--- config.mk ---
export PLATFORM = sky130hd
export DESIGN_NAME = composite_record_field_splitter
export DESIGN_NICKNAME = d
export VERILOG_FILES = /design/src/rtl/core/crfs_pkg.sv /design/src/rtl/core/composite_record_field_splitter.sv
export SDC_FILE = /design/constraint.sdc
export NUM_CORES = 1
export LEC_CHECK = 0
export BUFFER_PORTS_ARGS = -buffer_cell sky130_fd_sc_hd__buf_2
export CAP_MARGIN = 5
export CORE_AREA = 2 2 70 72
export DETAILED_ROUTE_END_ITERATION = 8
export DIE_AREA = 0 0 72 74
export GPL_TIMING_DRIVEN = 1
export PLACE_DENSITY = 0.77
export SYNTH_ARGS = -nofsm -noshare
export SYNTH_HDL_FRONTEND = slang
export SYNTH_SLANG_ARGS = --single-unit
--- constraint.sdc ---
create_clock -name clock -period 3 [get_ports clock]
set_input_delay 0.15 -clock clock [delete_from_list [all_inputs] [get_ports clock]]
set_output_delay 0.15 -clock clock [all_outputs]
set_load 0.1 [all_outputs]
--- src/rtl/core/crfs_pkg.sv ---
// Shared types and constants for the composite record field splitter.
// No dependencies; imported by composite_record_field_splitter.
`default_nettype none

package crfs_pkg;

   localparam int unsigned MAX_COLUMNS = 64;
   localparam int unsigned COL_W       = 7;   // holds 0..MAX_COLUMNS
   localparam int unsigned IDX_W       = 6;   // column index on the result side

   // Special text bytes
   localparam logic [7:0] CHAR_NUL       = 8'h00;
   localparam logic [7:0] CHAR_COMMA     = 8'h2C;
   localparam logic [7:0] CHAR_CLOSE     = 8'h29;
   localparam logic [7:0] CHAR_BACKSLASH = 8'h5C;
   localparam logic [7:0] CHAR_QUOTE     = 8'h22;

   typedef enum logic [1:0] {
      KIND_BYTE  = 2'd0,
      KIND_END   = 2'd1,
      KIND_NULL  = 2'd2,
      KIND_ERROR = 2'd3
   } kind_type;

   typedef enum logic {
      ST_INPUT = 1'b0,   // taking text bytes
      ST_BURST = 1'b1    // sending trailing null columns after ')'
   } state_type;

endpackage

`default_nettype wire

--- src/rtl/core/composite_record_field_splitter.sv ---
// Composite record field splitter: top level, parser, null burst sequencer.
// Depends on crfs_pkg.
`default_nettype none

// Channel  | Dir | Signals                         | Content
// ---------+-----+---------------------------------+---------------------------------
// req      | in  | req_tvalid/tready/tdata/tuser   | text byte, new_record flag
// rsp      | out | rsp_tvalid/tready/tdata/tuser/  | value byte, column, kind,
//          |     | tlast                           | record_done
// csr      | in  | csr_wr_en/csr_wr_data           | column_count
//
// Cycles: one text byte per cycle while the result register drains and no null
//   burst runs. A ')' closing a record early is followed by a null per remaining
//   column (up to 63), driven by the column incrementer/compare shared with the parser.
// Reset: synchronous, active high; clears parser state, sequencer and rsp_tvalid.
// Stalls: a held result (rsp_tready low) holds off req_tready; a byte that
//   gives no result still needs the result register free to be taken.

module composite_record_field_splitter
   import crfs_pkg::*;
(
   input  wire logic        clock,
   input  wire logic        reset,
   // text input
   input  wire logic        req_tvalid,
   output logic             req_tready,
   input  wire logic [7:0]  req_tdata,   // [7:0] text_byte
   input  wire logic        req_tuser,   // [0] new_record
   // results
   output logic             rsp_tvalid,
   input  wire logic        rsp_tready,
   output logic [15:0]      rsp_tdata,   // [7:0] value_byte, [13:8] column_index, [15:14] zero
   output logic [1:0]       rsp_tuser,   // [1:0] item_kind
   output logic             rsp_tlast,   // record_done
   // configuration
   input  wire logic        csr_wr_en,
   input  wire logic [6:0]  csr_wr_data  // column_count
);

   // ---------------- state ----------------
   state_type          state_ff, state_in;
   logic [COL_W-1:0]   cfg_cols_ff;
   logic [COL_W-1:0]   rec_cols_ff, rec_cols_in;
   logic [COL_W-1:0]   col_ff, col_in;
   logic               phase_ff, phase_in;
   logic               inq_ff, inq_in;
   logic               qpend_ff, qpend_in;
   logic               esc_ff, esc_in;
   logic               started_ff, started_in;

   // result register
   logic               rsp_valid_ff, rsp_valid_in;
   kind_type           rsp_kind_ff, rsp_kind_in;
   logic [7:0]         rsp_byte_ff, rsp_byte_in;
   logic [IDX_W-1:0]   rsp_col_ff, rsp_col_in;
   logic               rsp_done_ff, rsp_done_in;

   // ---------------- shared column unit ----------------
   // Increment and last-column compare, used for ',' / ')' and the null burst.
   logic [COL_W-1:0]   col_plus;
   logic               col_last;
   assign col_plus = col_ff + COL_W'(1);
   assign col_last = (col_plus >= rec_cols_ff);

   logic out_free;
   logic req_xfer;
   assign out_free = !rsp_valid_ff || rsp_tready;
   assign req_xfer = req_tvalid && req_tready;

   // ---------------- parser step ----------------
   logic               emit;
   kind_type           emit_kind;
   logic [7:0]         emit_byte;
   logic               emit_done;
   logic               burst_go;
   logic [7:0]         b;
   logic [COL_W-1:0]   cfg_clip;

   assign b        = req_tdata;
   assign cfg_clip = (cfg_cols_ff > COL_W'(MAX_COLUMNS)) ? COL_W'(MAX_COLUMNS) : cfg_cols_ff;

   always_comb begin
      logic eff_inq;
      logic do_unquoted;
      phase_in    = phase_ff;
      inq_in      = inq_ff;
      qpend_in    = qpend_ff;
      esc_in      = esc_ff;
      started_in  = started_ff;
      rec_cols_in = rec_cols_ff;
      col_in      = col_ff;
      emit        = 1'b0;
      emit_kind   = KIND_BYTE;
      emit_byte   = b;
      emit_done   = 1'b0;
      burst_go    = 1'b0;
      eff_inq     = inq_ff;
      do_unquoted = 1'b0;

      if (state_ff == ST_BURST) begin
         // one trailing null column per step
         if (out_free) begin
            emit      = 1'b1;
            emit_kind = KIND_NULL;
            emit_done = col_last;
            col_in    = col_plus;
         end
      end else if (req_xfer) begin
         priority if (req_tuser) begin
            rec_cols_in = cfg_clip;
            phase_in    = (cfg_clip != '0);
            inq_in      = 1'b0;
            qpend_in    = 1'b0;
            esc_in      = 1'b0;
            started_in  = 1'b0;
            col_in      = '0;
         end else if (!phase_ff || (col_ff >= rec_cols_ff)) begin
            phase_in = 1'b0;
         end else if (esc_ff) begin
            esc_in = 1'b0;
            emit   = 1'b1;
            if (b == CHAR_NUL) begin
               emit_kind = KIND_ERROR;
               emit_done = 1'b1;
               phase_in  = 1'b0;
            end else begin
               started_in = 1'b1;
            end
         end else begin
            if (qpend_ff) begin
               qpend_in = 1'b0;
               eff_inq  = 1'b0;
            end
            priority if (qpend_ff && (b == CHAR_QUOTE)) begin
               // doubled quote inside quotes
               emit       = 1'b1;
               started_in = 1'b1;
            end else if (qpend_ff) begin
               inq_in      = 1'b0;
               do_unquoted = 1'b1;
            end else if (eff_inq) begin
               priority if (b == CHAR_NUL) begin
                  emit      = 1'b1;
                  emit_kind = KIND_ERROR;
                  emit_done = 1'b1;
                  phase_in  = 1'b0;
               end else if (b == CHAR_BACKSLASH) begin
                  esc_in = 1'b1;
               end else if (b == CHAR_QUOTE) begin
                  qpend_in = 1'b1;
               end else begin
                  emit       = 1'b1;
                  started_in = 1'b1;
               end
            end else begin
               do_unquoted = 1'b1;
            end

            if (do_unquoted) begin
               priority if (b == CHAR_NUL) begin
                  emit      = 1'b1;
                  emit_kind = KIND_ERROR;
                  emit_done = 1'b1;
                  phase_in  = 1'b0;
               end else if ((b == CHAR_COMMA) || (b == CHAR_CLOSE)) begin
                  emit       = 1'b1;
                  emit_kind  = started_ff ? KIND_END : KIND_NULL;
                  emit_done  = col_last;
                  col_in     = col_plus;
                  started_in = 1'b0;
                  if (col_last || (b == CHAR_CLOSE)) phase_in = 1'b0;
                  // ')' with columns left: nulls follow
                  burst_go = (b == CHAR_CLOSE) && !col_last;
               end else if (b == CHAR_BACKSLASH) begin
                  esc_in     = 1'b1;
                  started_in = 1'b1;
               end else if (b == CHAR_QUOTE) begin
                  inq_in     = 1'b1;
                  started_in = 1'b1;
               end else begin
                  emit       = 1'b1;
                  started_in = 1'b1;
               end
            end
         end
      end
   end

   // ---------------- sequencer: next state ----------------
   always_comb begin
      state_in = state_ff;
      unique case (state_ff)
         ST_INPUT: if (burst_go) state_in = ST_BURST;
         ST_BURST: if (out_free && col_last) state_in = ST_INPUT;
         default:  state_in = ST_INPUT;
      endcase
   end

   // ---------------- sequencer: outputs ----------------
   always_comb begin
      req_tready   = (state_ff == ST_INPUT) && out_free;
      rsp_valid_in = rsp_valid_ff && !rsp_tready;
      rsp_kind_in  = rsp_kind_ff;
      rsp_byte_in  = rsp_byte_ff;
      rsp_col_in   = rsp_col_ff;
      rsp_done_in  = rsp_done_ff;
      if (emit) begin
         rsp_valid_in = 1'b1;
         rsp_kind_in  = emit_kind;
         rsp_byte_in  = (emit_kind == KIND_BYTE) ? emit_byte : 8'h00;
         rsp_col_in   = col_ff[IDX_W-1:0];
         rsp_done_in  = emit_done;
      end
   end

   // ---------------- registers ----------------
   always_ff @(posedge clock) begin
      if (reset) begin
         state_ff     <= ST_INPUT;
         cfg_cols_ff  <= '0;
         rec_cols_ff  <= '0;
         col_ff       <= '0;
         phase_ff     <= 1'b0;
         inq_ff       <= 1'b0;
         qpend_ff     <= 1'b0;
         esc_ff       <= 1'b0;
         started_ff   <= 1'b0;
         rsp_valid_ff <= 1'b0;
      end else begin
         state_ff     <= state_in;
         if (csr_wr_en) cfg_cols_ff <= csr_wr_data;
         rec_cols_ff  <= rec_cols_in;
         col_ff       <= col_in;
         phase_ff     <= phase_in;
         inq_ff       <= inq_in;
         qpend_ff     <= qpend_in;
         esc_ff       <= esc_in;
         started_ff   <= started_in;
         rsp_valid_ff <= rsp_valid_in;
      end
   end

   // result payload, no reset needed
   always_ff @(posedge clock) begin
      rsp_kind_ff <= rsp_kind_in;
      rsp_byte_ff <= rsp_byte_in;
      rsp_col_ff  <= rsp_col_in;
      rsp_done_ff <= rsp_done_in;
   end

   assign rsp_tvalid = rsp_valid_ff;
   assign rsp_tdata  = {2'b00, rsp_col_ff, rsp_byte_ff};
   assign rsp_tuser  = rsp_kind_ff;
   assign rsp_tlast  = rsp_done_ff;

`ifndef SYNTHESIS
   // burst runs only after the record has been closed
   a_burst_closed: assert property (@(posedge clock) disable iff (reset)
      (state_ff == ST_BURST) |-> !phase_ff)
      else $error("null burst while record still parsing");

   // burst column stays inside the record
   a_burst_range: assert property (@(posedge clock) disable iff (reset)
      (state_ff == ST_BURST) |-> (col_ff < rec_cols_ff))
      else $error("null burst column out of range");

   // value bytes never end a record, errors always do
   a_byte_not_last: assert property (@(posedge clock) disable iff (reset)
      (rsp_valid_ff && (rsp_kind_ff == KIND_BYTE)) |-> !rsp_done_ff)
      else $error("value byte flagged as record end");

   a_error_last: assert property (@(posedge clock) disable iff (reset)
      (rsp_valid_ff && (rsp_kind_ff == KIND_ERROR)) |-> rsp_done_ff)
      else $error("error result without record end");

   // the last burst null closes the record
   a_burst_end: assert property (@(posedge clock) disable iff (reset)
      ((state_ff == ST_BURST) && out_free && col_last) |=> (rsp_valid_ff && rsp_done_ff))
      else $error("null burst ended without record end");
`endif

endmodule

`default_nettype wire
==> reports/results.ini <==
[status]
status=complete, no violations

[global_route]
grt_pass1_vias=1715
grt_max_degree=33
grt_pass1_wl_mm=7.941
grt.overflow.total=0
grt_use_total_pct=19.07
antenna_found_initial=0

[critical_path]
crit_path_max_fanout=7
critPathLaunchType=register
crit_path_end_kind=register
path_class=reg -> reg
reg2reg_slack_ns=0.38
arrival_ns=2.65
crit_required_ns=3.03

[cts]
cts_sinks=45
max-clock-path-buffers=2
cts_made_buffers=5
cts.htree.levels=2
cts_tree=yes
hold_buffers=0
cts_root_buf=clkbuf_8
ctsResizeCount=0
clk_pin_slew_ns=0.08
clock_latency_ns=0.29
post_cts_buffers=0

[routing]
remaining_drc_errors=0
post_drt_wl_per_cell_um=13.80
drt-pass1-iter-count=4
avgViaCountPerCell=5.625
num_vias=1963
drtIter0Drc=184
wirelength_mm=4.816
ant_nets=0

[cells_and_area]
area_delta_synth_final_pct=12.22
drive_above_1_share_pct=17.63
nets=330
multi_input_area_um2=1282
stdcell_count=349
fill_cells=421
seq_area_um2=1071
antenna_cells=0

[logic_synthesis]
synth_top_area_cell=dfxtp_1
ys_ff_latch=45
yosys.cell_types.count=50
synth_top_area_share_pct=22.90
synth_area_leaders=dfxtp_1 (23%), edfxtp_1 (21%), ha_1 (7.7%)
netlist_instances=257
synth_edf_count=17
seq_area_frac_synth_pct=43.76
syn_avg_cell_area_um2=9.523
async_reset_ff_share_pct=0
synthFlopType=dfxtp_1
yosysWarnings=0
syn_area_um2=2447

[power]
peakVddDrop_mv=0.2290
p_leak_nw=1.129
power_density_nw_per_um2=412.8

[hold_path]
hold_class=in -> reg

[sta]
setup_tns_ns=0
min_period_ns=2.622
timing.final.crit_share_pct=87.41
slew-limit-headroom_pct=64.15
fin_skew_ns=0.01173
slew_viol_final=0
worst_pin_slew_ns=0.5346
rsz0062_at_grt=no
max_freq_mhz=381.4
timing_hold_violations_final=0
setup_viol=0

[die]
fp.dieW_um=72
core-area_um2=4598
die_y_um=74
rows=25
start_util_pct=53.22
num_io_pins=42
die-area_um2=5328

[flow_run]
drv_cap=0

[placed_design]
io_buffers=39
hpwlAfterDp_mm=3.580
placedCellCount=341
place_congestion=0.8582

==> placed cells by master, fill, tap and decap left out, drive strengths merged, types with 3 or more instances in the layout <==
master,n
a211oi,4
a21o,3
a21oi,16
a31oi,3
and2,10
and3,3
buf,40
clkbuf,5
clkinv,4
dfxtp,28
edfxtp,17
ha,15
inv,10
mux2i,13
nand2,23
nand2b,10
nand3,7
nand4,4
nor2,23
nor2b,5
nor3,3
nor3b,6
nor4,6
o21ai,8
o21bai,3
xnor2,4
==> per-stage QoR <==
stage                     power [mW]  worst slack (ns)  hold WS (ns)  utilization [%]  instance area, um2
after detailed placement      0.7951            0.4094        0.3894            57.96                2665
after global placement        0.7923            0.5092        0.3841            57.96                2665
final                          1.134            0.3778       0.08864            59.73                2746
after floorplan               0.7604            0.4830        0.2974                -                2451
after CTS                      1.141            0.3823       0.08249            59.73                2746
after global routing           1.180            0.2446       0.08549            59.73                2746
==> synthesized netlist by cell type, types with 5 or more instances <==
cell,instances
and2_1,8
mux2i_1,13
nor2_1,23
edfxtp_1,17
dfxtp_1,28
nor2b_1,5
a21oi_1,16
nand2_1,23
nor4_1,6
nand2b_1,10
ha_1,15
inv_1,10
nand3_1,6
clkbuf_1,7
o21ai_0,6
nor3b_1,6
==> path summary, 6_finish.rpt <==
kind,from,endpoint,cells past startpoint
worst min-delay path,csr_wr_data[5],cfg_cols_ff[5]$_SDFFE_PP0P_,3
worst min register to register,rec_cols_ff[6]$_SDFFE_PP0P_,rec_cols_ff[6]$_SDFFE_PP0P_,2
worst max-delay path,col_ff[0]$_SDFFE_PP0P_,rsp_tlast$_DFFE_PP_,9
worst max register to register,col_ff[0]$_SDFFE_PP0P_,rsp_tlast$_DFFE_PP_,9
==> flip-flops by register name (all words and copies together) (netlist names) <==
signal and count:
started_ff 1, inq_ff 1, rsp_tvalid 1, rsp_tlast 1, rec_cols_ff 7, rsp_col_ff 6, col_ff 7, state_ff 1
phase_ff 1, rsp_tuser 2, cfg_cols_ff 7, esc_ff 1, qpend_ff 1, rsp_byte_ff 8
==> power by group <==
group	internal [mW]	leakage, nW	switching, mW
clock network	0.157	0.0430	0.195
logic	0.0465	0.699	0.0824
registers	0.643	0.387	0.00970
==> layout make-up <==
class	instances	area share [%]
Multi-Input combinational cell	191	46.70
Sequential cell	45	39.00
Timing Repair Buffer	40	7.380
Clock buffer	5	2.506
Tap cell	54	2.460
Inverter	11	1.503
Clock inverter	3	0.4556
==> metal layers <==
| metal | vias up | track usage [%] | routed length (um) |
|---|---|---|---|
| li1 | 996 | - | - |
| met1 | 893 | 27.07 | 2282 |
| met2 | 72 | 29.22 | 2213 |
| met3 | 2 | 4.878 | 290 |
| met4 | 0 | 5.241 | 30 |
| met5 | - | 0 | 0 |
==> worst max-delay path, cell delays in order, from the launching register on <==
cell     delay (ns)
dfxtp_1        0.47
ha_1           0.25
nand3_1        0.12
xnor2_1        0.21
ha_1           0.28
and3_1         0.18
a221o_1        0.29
a31oi_1        0.31
o31a_1         0.17
o22ai_1        0.08
==> kinds of logic (layout without fill, tap and decap cells) <==
family,after synthesis,in the layout,share of synthesized area [%]
xor gates and xnor gates,6,6,2.147
DFF,45,45,43.76
other,1,2,0.1532
muxes,14,14,5.930
AOI/OAI and AO/OA,48,48,12.63
adders and majority gates,15,15,7.669
buffers and inverters,22,59,3.988
and+or+nand+nor,106,106,23.72
Note: power is estimated with default switching activity, not from simulation.
